`src/design/mbrc_pkg.sv`:
```
package mbrc_pkg;

   // request channel payload: one received byte and its end-of-frame mark
   typedef struct packed {
      logic [7:0] rx_byte;
      logic       frame_end;
   } req_payload_type;

   typedef enum logic [2:0] {
      VERDICT_ACCEPTED        = 3'd0,
      VERDICT_ILLEGAL_FUNC    = 3'd1,
      VERDICT_ILLEGAL_DATA    = 3'd2,
      VERDICT_BAD_LENGTH      = 3'd3,
      VERDICT_FOREIGN_ADDRESS = 3'd4,
      VERDICT_CRC_ERROR       = 3'd5,
      VERDICT_BROADCAST       = 3'd6
   } verdict_type;

   typedef struct packed {
      verdict_type verdict;
      logic [7:0]  func_code;
      logic [15:0] start_address;
      logic [15:0] quantity_or_value;
      logic [7:0]  write_len;
      logic [8:0]  frame_length;
   } rsp_payload_type;

   typedef enum logic [1:0] {
      CSR_OWN_ADDRESS     = 2'd0,
      CSR_RECEIVER_ENABLE = 2'd1
   } csr_index_type;

   // function codes
   localparam logic [7:0] FC_READ_COILS          = 8'd1;
   localparam logic [7:0] FC_READ_DISCRETE       = 8'd2;
   localparam logic [7:0] FC_READ_HOLDING        = 8'd3;
   localparam logic [7:0] FC_READ_INPUT          = 8'd4;
   localparam logic [7:0] FC_WRITE_SINGLE_COIL   = 8'd5;
   localparam logic [7:0] FC_WRITE_SINGLE_REG    = 8'd6;
   localparam logic [7:0] FC_WRITE_MULTI_COILS   = 8'd15;
   localparam logic [7:0] FC_WRITE_MULTI_REGS    = 8'd16;

   localparam logic [7:0]  BROADCAST_ADDRESS   = 8'd0;
   localparam logic [15:0] CRC_INIT            = 16'hFFFF;
   localparam logic [15:0] CRC_POLY            = 16'hA001;
   localparam logic [15:0] MAX_READ_REGS       = 16'd125;
   localparam logic [15:0] MAX_WRITE_REGS      = 16'd123;
   localparam logic [15:0] MAX_READ_BITS       = 16'd2000;
   localparam logic [15:0] MAX_WRITE_BITS      = 16'd1968;
   localparam logic [15:0] COIL_ON             = 16'hFF00;
   localparam logic [15:0] COIL_OFF            = 16'h0000;
   localparam int          HDR_DEPTH           = 7;
   localparam int          MIN_FRAME_BYTES     = 4;

endpackage

```
`src/design/modbus_rtu_request_checker_core.sv`:
```
// Modbus RTU request checker. Feed the received bytes of a request one per
// request on the req_ channel, with frame_end set on the last byte before line
// idle. The block counts the bytes, holds the address, function code and first
// five data bytes, and runs the CRC-16 (reflected 0xA001, start 0xFFFF) over all
// but the final two bytes. On the end byte it issues one response carrying a
// verdict (length, then address, then CRC, then broadcast, then per function
// code checks) and the decoded header fields; absent data bytes read as zero.
// A byte taken after MAX_FRAME_BYTES bytes is dropped and makes the frame a
// length error. Throughput is one byte per clock while req_stall is low: the
// byte is held in an input register, and the CRC step, header capture and
// verdict logic sit between that register and the response register.
// req_stall rises only when the response register is still held by rsp_stall
// and the held byte is an end byte taken while the receiver is enabled. With
// receiver_enable clear, bytes are consumed and ignored. Write the CSRs only
// while the block is idle; csr_ready is always high.
module modbus_rtu_request_checker_core
   import mbrc_pkg::*;
#(
   parameter int MAX_FRAME_BYTES = 256
) (
   input  logic            clock,
   input  logic            reset,
   input  logic            req_valid,
   output logic            req_stall,
   input  req_payload_type req_payload,
   output logic            rsp_valid,
   input  logic            rsp_stall,
   output rsp_payload_type rsp_payload,
   input  logic            csr_valid,
   output logic            csr_ready,
   input  csr_index_type   csr_index,
   input  logic [7:0]      csr_wdata
);

   localparam int CNT_W = $clog2(MAX_FRAME_BYTES + 1);
   localparam int LEN_W = 10;
   localparam logic [CNT_W-1:0] CNT_MAX = CNT_W'(MAX_FRAME_BYTES);

   // configuration
   logic [7:0] own_address_ff, own_address_in;
   logic       receiver_enable_ff, receiver_enable_in;

   // input register
   logic            in_valid_ff, in_valid_in;
   req_payload_type in_data_ff, in_data_in;

   // frame state
   logic [15:0]      crc_ff, crc_in;
   logic [CNT_W-1:0] count_ff, count_in;
   logic             overflow_ff, overflow_in;
   logic [15:0]      last_two_ff, last_two_in;
   logic [7:0]       hdr_ff [HDR_DEPTH];
   logic [7:0]       hdr_in [HDR_DEPTH];

   // response register
   logic            rsp_valid_ff, rsp_valid_in;
   rsp_payload_type rsp_data_ff, rsp_data_in;

   logic req_accept, out_free, s1_fire, s1_work, result_load;

   // per-byte next values, before the end-of-frame clear
   logic [15:0]      crc_nx, last_nx;
   logic [CNT_W-1:0] cnt_nx, dlen;
   logic             ovf_nx;
   logic [7:0]       hdr_nx [HDR_DEPTH];
   logic [7:0]       data_b [5];
   logic [7:0]       fc, addr;
   logic [15:0]      sa, q, recv;
   logic [LEN_W-1:0] dlen_w, bc_w;
   logic [16:0]      q_w;
   verdict_type      fc_verdict, verdict;

   // ---------------------------------------------------------------------
   // Handshakes
   // ---------------------------------------------------------------------
   assign csr_ready  = 1'b1;
   assign out_free   = !rsp_valid_ff || !rsp_stall;
   // an end byte while enabled needs the response register; anything else moves
   assign s1_fire    = in_valid_ff &&
                       (!(in_data_ff.frame_end && receiver_enable_ff) || out_free);
   assign s1_work    = s1_fire && receiver_enable_ff;
   assign result_load = s1_work && in_data_ff.frame_end;
   assign req_stall  = in_valid_ff && !s1_fire;
   assign req_accept = req_valid && !req_stall;

   always_comb begin
      own_address_in     = own_address_ff;
      receiver_enable_in = receiver_enable_ff;
      if (csr_valid) begin
         case (csr_index)
            CSR_OWN_ADDRESS:     own_address_in = csr_wdata;
            CSR_RECEIVER_ENABLE: receiver_enable_in = csr_wdata[0];
            default: ;
         endcase
      end
   end

   always_comb begin
      in_valid_in = in_valid_ff;
      in_data_in  = in_data_ff;
      if (req_accept) begin
         in_valid_in = 1'b1;
         in_data_in  = req_payload;
      end else if (s1_fire) begin
         in_valid_in = 1'b0;
      end
   end

   // ---------------------------------------------------------------------
   // Per-byte update: CRC over the byte two behind, header capture, count
   // ---------------------------------------------------------------------
   always_comb begin
      logic [15:0] c;
      c       = crc_ff ^ {8'h00, last_two_ff[15:8]};
      for (int k = 0; k < 8; k++) begin
         c = c[0] ? ((c >> 1) ^ CRC_POLY) : (c >> 1);
      end
      crc_nx  = crc_ff;
      cnt_nx  = count_ff;
      ovf_nx  = overflow_ff;
      last_nx = last_two_ff;
      hdr_nx  = hdr_ff;
      if (count_ff < CNT_MAX) begin
         if (count_ff >= CNT_W'(2)) begin
            crc_nx = c;
         end
         if (count_ff < CNT_W'(HDR_DEPTH)) begin
            hdr_nx[count_ff[2:0]] = in_data_ff.rx_byte;
         end
         last_nx = {last_two_ff[7:0], in_data_ff.rx_byte};
         cnt_nx  = count_ff + CNT_W'(1);
      end else begin
         // drop the byte and mark the frame oversize
         ovf_nx = 1'b1;
      end
   end

   // ---------------------------------------------------------------------
   // Header decode; data byte i exists only below count - 4
   // ---------------------------------------------------------------------
   always_comb begin
      dlen = (cnt_nx >= CNT_W'(MIN_FRAME_BYTES)) ? cnt_nx - CNT_W'(MIN_FRAME_BYTES)
                                                 : '0;
      for (int i = 0; i < 5; i++) begin
         data_b[i] = (dlen > CNT_W'(i)) ? hdr_nx[2+i] : 8'h00;
      end
      fc     = (cnt_nx >= CNT_W'(2)) ? hdr_nx[1] : 8'h00;
      addr   = (cnt_nx >= CNT_W'(1)) ? hdr_nx[0] : 8'h00;
      sa     = {data_b[0], data_b[1]};
      q      = {data_b[2], data_b[3]};
      recv   = {last_nx[7:0], last_nx[15:8]};
      dlen_w = LEN_W'(dlen);
      bc_w   = LEN_W'(data_b[4]);
      q_w    = {1'b0, q};
   end

   // per function code checks
   always_comb begin
      fc_verdict = VERDICT_ACCEPTED;
      if (fc inside {FC_READ_HOLDING, FC_READ_INPUT}) begin
         if (dlen_w != LEN_W'(4) || q == 16'd0 || q > MAX_READ_REGS) begin
            fc_verdict = VERDICT_ILLEGAL_DATA;
         end
      end else if (fc inside {FC_READ_COILS, FC_READ_DISCRETE}) begin
         if (dlen_w != LEN_W'(4) || q == 16'd0 || q > MAX_READ_BITS) begin
            fc_verdict = VERDICT_ILLEGAL_DATA;
         end
      end else if (fc == FC_WRITE_SINGLE_REG) begin
         if (dlen_w != LEN_W'(4)) begin
            fc_verdict = VERDICT_ILLEGAL_DATA;
         end
      end else if (fc == FC_WRITE_SINGLE_COIL) begin
         if (dlen_w != LEN_W'(4) || (q != COIL_OFF && q != COIL_ON)) begin
            fc_verdict = VERDICT_ILLEGAL_DATA;
         end
      end else if (fc == FC_WRITE_MULTI_REGS) begin
         if (dlen_w < LEN_W'(5) || q == 16'd0 || q > MAX_WRITE_REGS ||
             {q_w[15:0], 1'b0} != 17'(bc_w) || dlen_w != LEN_W'(5) + bc_w) begin
            fc_verdict = VERDICT_ILLEGAL_DATA;
         end
      end else if (fc == FC_WRITE_MULTI_COILS) begin
         if (dlen_w < LEN_W'(5) || q == 16'd0 || q > MAX_WRITE_BITS ||
             ((q_w + 17'd7) >> 3) != 17'(bc_w) || dlen_w != LEN_W'(5) + bc_w) begin
            fc_verdict = VERDICT_ILLEGAL_DATA;
         end
      end else begin
         fc_verdict = VERDICT_ILLEGAL_FUNC;
      end
   end

   // verdict priority: length, address, CRC, broadcast, function checks
   always_comb begin
      if (ovf_nx || cnt_nx < CNT_W'(MIN_FRAME_BYTES)) begin
         verdict = VERDICT_BAD_LENGTH;
      end else if (addr != BROADCAST_ADDRESS && addr != own_address_ff) begin
         verdict = VERDICT_FOREIGN_ADDRESS;
      end else if (crc_nx != recv) begin
         verdict = VERDICT_CRC_ERROR;
      end else if (addr == BROADCAST_ADDRESS) begin
         verdict = VERDICT_BROADCAST;
      end else begin
         verdict = fc_verdict;
      end
   end

   // ---------------------------------------------------------------------
   // State next values; clear the frame state after an end byte
   // ---------------------------------------------------------------------
   always_comb begin
      crc_in      = crc_ff;
      count_in    = count_ff;
      overflow_in = overflow_ff;
      last_two_in = last_two_ff;
      hdr_in      = hdr_ff;
      if (s1_work) begin
         hdr_in = hdr_nx;
         if (in_data_ff.frame_end) begin
            crc_in      = CRC_INIT;
            count_in    = '0;
            overflow_in = 1'b0;
            last_two_in = '0;
         end else begin
            crc_in      = crc_nx;
            count_in    = cnt_nx;
            overflow_in = ovf_nx;
            last_two_in = last_nx;
         end
      end
   end

   always_comb begin
      rsp_data_in  = rsp_data_ff;
      rsp_valid_in = rsp_valid_ff && rsp_stall;
      if (result_load) begin
         rsp_valid_in                  = 1'b1;
         rsp_data_in.verdict           = verdict;
         rsp_data_in.func_code         = fc;
         rsp_data_in.start_address     = sa;
         rsp_data_in.quantity_or_value = q;
         rsp_data_in.write_len         = data_b[4];
         rsp_data_in.frame_length      = 9'(cnt_nx);
      end
   end

   assign rsp_valid   = rsp_valid_ff;
   assign rsp_payload = rsp_data_ff;

   // ---------------------------------------------------------------------
   // Registers
   // ---------------------------------------------------------------------
   always_ff @(posedge clock) begin
      if (reset) begin
         own_address_ff     <= 8'd1;
         receiver_enable_ff <= 1'b0;
         in_valid_ff        <= 1'b0;
         crc_ff             <= CRC_INIT;
         count_ff           <= '0;
         overflow_ff        <= 1'b0;
         last_two_ff        <= '0;
         rsp_valid_ff       <= 1'b0;
      end else begin
         own_address_ff     <= own_address_in;
         receiver_enable_ff <= receiver_enable_in;
         in_valid_ff        <= in_valid_in;
         crc_ff             <= crc_in;
         count_ff           <= count_in;
         overflow_ff        <= overflow_in;
         last_two_ff        <= last_two_in;
         rsp_valid_ff       <= rsp_valid_in;
      end
   end

   // payload registers: no reset
   always_ff @(posedge clock) begin
      in_data_ff  <= in_data_in;
      hdr_ff      <= hdr_in;
      rsp_data_ff <= rsp_data_in;
   end

`ifndef SYNTHESIS
   // a fresh response only follows an end byte processed while enabled
   a_rsp_from_end: assert property (@(posedge clock) disable iff (reset)
      (rsp_valid_ff && !$past(rsp_valid_ff && rsp_stall)) |-> $past(result_load))
      else $error("response appeared without an end byte");

   a_count_bound: assert property (@(posedge clock) disable iff (reset)
      count_ff <= CNT_MAX)
      else $error("byte count beyond frame limit");

   a_overflow_full: assert property (@(posedge clock) disable iff (reset)
      overflow_ff |-> (count_ff == CNT_MAX))
      else $error("overflow marked before frame limit reached");

   a_disabled_quiet: assert property (@(posedge clock) disable iff (reset)
      !receiver_enable_ff |-> !result_load)
      else $error("verdict issued while receiver disabled");
`endif

endmodule
```
`config.mk`:
```
export PLATFORM = sky130hd
export DESIGN_NAME = modbus_rtu_request_checker_core
export DESIGN_NICKNAME = d
export VERILOG_FILES = /design/src/design/mbrc_pkg.sv /design/src/design/modbus_rtu_request_checker_core.sv
export SDC_FILE = /design/constraint.sdc
export NUM_CORES = 1
export LEC_CHECK = 0
export ABC_AREA = 1
export BUFFER_PORTS_ARGS = -buffer_cell sky130_fd_sc_hd__buf_2
export CORE_ASPECT_RATIO = 1.1
export CORE_MARGIN = 10
export CORE_UTILIZATION = 60
export CTS_CLUSTER_DIAMETER = 120
export DETAILED_ROUTE_END_ITERATION = 8
export GPL_TIMING_DRIVEN = 1
export PLACE_DENSITY = 0.8
export SLEW_MARGIN = 20
export SYNTH_ARGS = -nofsm -noshare
export SYNTH_HDL_FRONTEND = slang
export SYNTH_SLANG_ARGS = --single-unit
```
`constraint.sdc`:
```
create_clock -name clock -period 12 [get_ports clock]
set_input_delay 3.6 -clock clock [delete_from_list [all_inputs] [get_ports clock]]
set_output_delay 3.6 -clock clock [all_outputs]
set_load 0.005 [all_outputs]
```
==> results.py <==
metrics = {
    "outcome": {
        "status": "complete, no violations",
    },
    "global_route": {
        "grt_overflow_total": 0,
        "grt_first_pass_wirelength_um": 39900,
        "antenna_found_initial": 0,
        "grt_pass1_vias": 7822,
        "grt_use_total": 0.227,
        "grt_max_degree": 61,
    },
    "sta": {
        "slew_viol_final": 0,
        "period_share": 0.651,
        "fmax_ghz": 0.128,
        "post-route-min-period_ps": 7810,
        "relSlewSlack": 0.249,
        "worst_slew_pin_slew_ps": 1120,
        "finalSetupViolCount": 0,
        "fin_worst_skew_ps": 8.00,
        "finalHoldViolations": 0,
        "rsz0062_at_grt": "no",
        "tns_ps": 0,
    },
    "power": {
        "power_mw": 1.25,
        "p_seq_frac": 0.537,
        "intPower_mw": 0.975,
        "p_leak_nw": 4.76,
        "switching_share": 0.218,
        "power_density_nw_per_um2": 114,
        "switchingPower_mw": 0.272,
        "power_frac_clock": 0.423,
        "peakVddDrop_mv": 0.108,
        "p_comb_frac": 0.040,
    },
    "worst_setup_path": {
        "crit_required_ps": 8400,
        "timing.critical_path.from_type": "primary input",
        "crit_type": "in2out",
        "crit_arrival_ps": 4210,
        "crit_fanout": 2,
        "end_kind": "output port",
    },
    "clock_network": {
        "clk_latency_ps": 430,
        "hold_buffers": 0,
        "cts_buffer_depth": 2,
        "post_cts_buffers": 0,
        "clk_pin_slew_ps": 70,
        "htree_levels": 4,
        "cts_sinks": 178,
        "root_buffer": "clkbuf_16",
        "numCtsBuffers": 17,
        "ctsResizeCount": 0,
        "tritoncts": "built",
    },
    "synthesis": {
        "yosysTopAreaCell": "edfxtp_1",
        "synth_top_area_frac": 0.384,
        "synth_fp_nets": 1226,
        "synth_seq_cells": 178,
        "synth-main-ff-cell": "edfxtp_1",
        "synthTopCellsByArea": "edfxtp_1, nand2_1, dfxtp_1",
        "syn_area_per_cell_um2": 8.16,
        "synth_cells": 1198,
        "synth.cell_area_um2": 9780,
        "synth.distinct_cells": 49,
        "yosysSeqAreaShare": 0.492,
        "async_reset_ff_frac": 0,
        "synth_edf_count": 125,
        "synth_warnings": 0,
    },
    "placed_design": {
        "io_buffers": 85,
        "place_hpwl_um": 17900,
        "gp_congestion": 0.939,
    },
    "drt": {
        "first_pass_iters": 5,
        "num_vias": 8331,
        "avgViaCountPerCell": 5.59,
        "ant_nets": 0,
        "avgRoutedWirePerCell_um": 16.6,
        "drcViolationCount": 0,
        "drt_wl_total_um": 24800,
        "drtIter0Drc": 752,
    },
    "worst_hold_path": {
        "min_path_type": "reg2reg",
    },
    "floorplan": {
        "die-area_um2": 21800,
        "core-area_um2": 15900,
        "fp.dieH_um": 154,
        "initial_core_util": 0.617,
        "io_pins": 87,
        "row_count": 48,
        "chipWidth_um": 142,
    },
    "layout": {
        "final_layout_size_suffix_gt1_frac": 0.170,
        "antenna_cells": 0,
        "nNetsFinal": 1306,
        "fillCellCount": 1335,
        "area_growth_pct": 11.7,
        "final_common_cell": "nand2_1",
        "final_cell_mix": "nand2_1, inv_1, edfxtp_1",
    },
    "flow_run": {
        "maxCapViolations": 0,
    },
}
## worst paths after layout
path                                                      end                   startpoint  depth (start not counted)  slack [ps]
worst max-delay path                                req_stall                    rsp_stall                          6        4190
worst min register to register    last_two_ff[4]$_SDFFE_PP0P_  last_two_ff[4]$_SDFFE_PP0P_                          2         470
worst min-delay path              last_two_ff[4]$_SDFFE_PP0P_  last_two_ff[4]$_SDFFE_PP0P_                          2         470
worst max register to register  rsp_payload[58]$_SDFFCE_PP1P_     count_ff[8]$_SDFFE_PP0P_                         33        7220
## per-stage QoR
step / instance area, um2 / cells / util / worst slack (ps) / hold slack (ps)
after CTS: 10900 / 1491 / 0.689 / 4190 / 470
after global placement: 10400 / 1459 / 0.653 / 4240 / 438
after detailed placement: 10400 / 1459 / 0.653 / 4190 / 449
final: 10900 / 1491 / 0.689 / 4190 / 466
after global routing: 10900 / 1491 / 0.689 / 4110 / 478
after floorplan: 9780 / 1198 / - / 2060 / 431
## layer usage
metal / up-vias / track usage / wire [um]
li1: 4095 / - / -
met1: 3854 / 0.290 / 10100
met2: 344 / 0.367 / 11900
met3: 38 / 0.0573 / 2300
met4: 0 / 0.0726 / 473
met5: - / 0 / 0
## cells in the mapped netlist, drive strengths merged (8+ instances only)
cell,instances
edfxtp,125
nand2,347
or2,8
inv,162
o21ai,123
dfxtp,53
clkbuf,22
nand3,66
xor2,28
a21oi,59
xnor2,22
nand4,14
nor2,100
nor3,12
## cell type report
| type | count | area [um2] | area share |
|---|---|---|---|
| multi-input combinational | 826 | 4210 | 0.385 |
| sequential | 178 | 4810 | 0.441 |
| clock inverter | 10 | 55.1 | 0.00504 |
| inverter | 165 | 622 | 0.0569 |
| timing repair buffer | 90 | 463 | 0.0424 |
| clock buffer | 22 | 507 | 0.0464 |
| tap | 200 | 250 | 0.0229 |
## registers in the layout, summed over array words and instances, names as in the netlist
signal	cells
own_address_ff	8
crc_ff	16
overflow_ff	1
count_ff	9
hdr_ff	56
last_two_ff	16
rsp_payload	60
in_data_ff	9
receiver_enable_ff	1
in_valid_ff	1
rsp_valid	1
## worst max-delay path: stages
cell and delay, ps:
buf_2 80, nand2_1 70, nor2_1 170, nand2_1 110, inv_1 80, buf_2 110
## power by group through the flow
stage	clock network, mW	logic [mW]	registers, mW
global route	0.552	0.0561	0.670
detailed placement	0	0.0496	0.682
CTS	0.533	0.0502	0.669
global placement	0	0.0484	0.682
floorplan	0	0.0321	0.679
finish	0.528	0.0503	0.669
## kinds of logic after synthesis
kind of cell / synth area share
AOI/OAI and AO/OA: 0.114
buffers and inverters: 0.0778
xor gates and xnor gates: 0.0448
other: 0.000384
adders and majority gates: 0.00512
and+or+nand+nor: 0.258
DFF: 0.492
muxes: 0.00717
No activity file was read; power rests on OpenSTA's default activity.
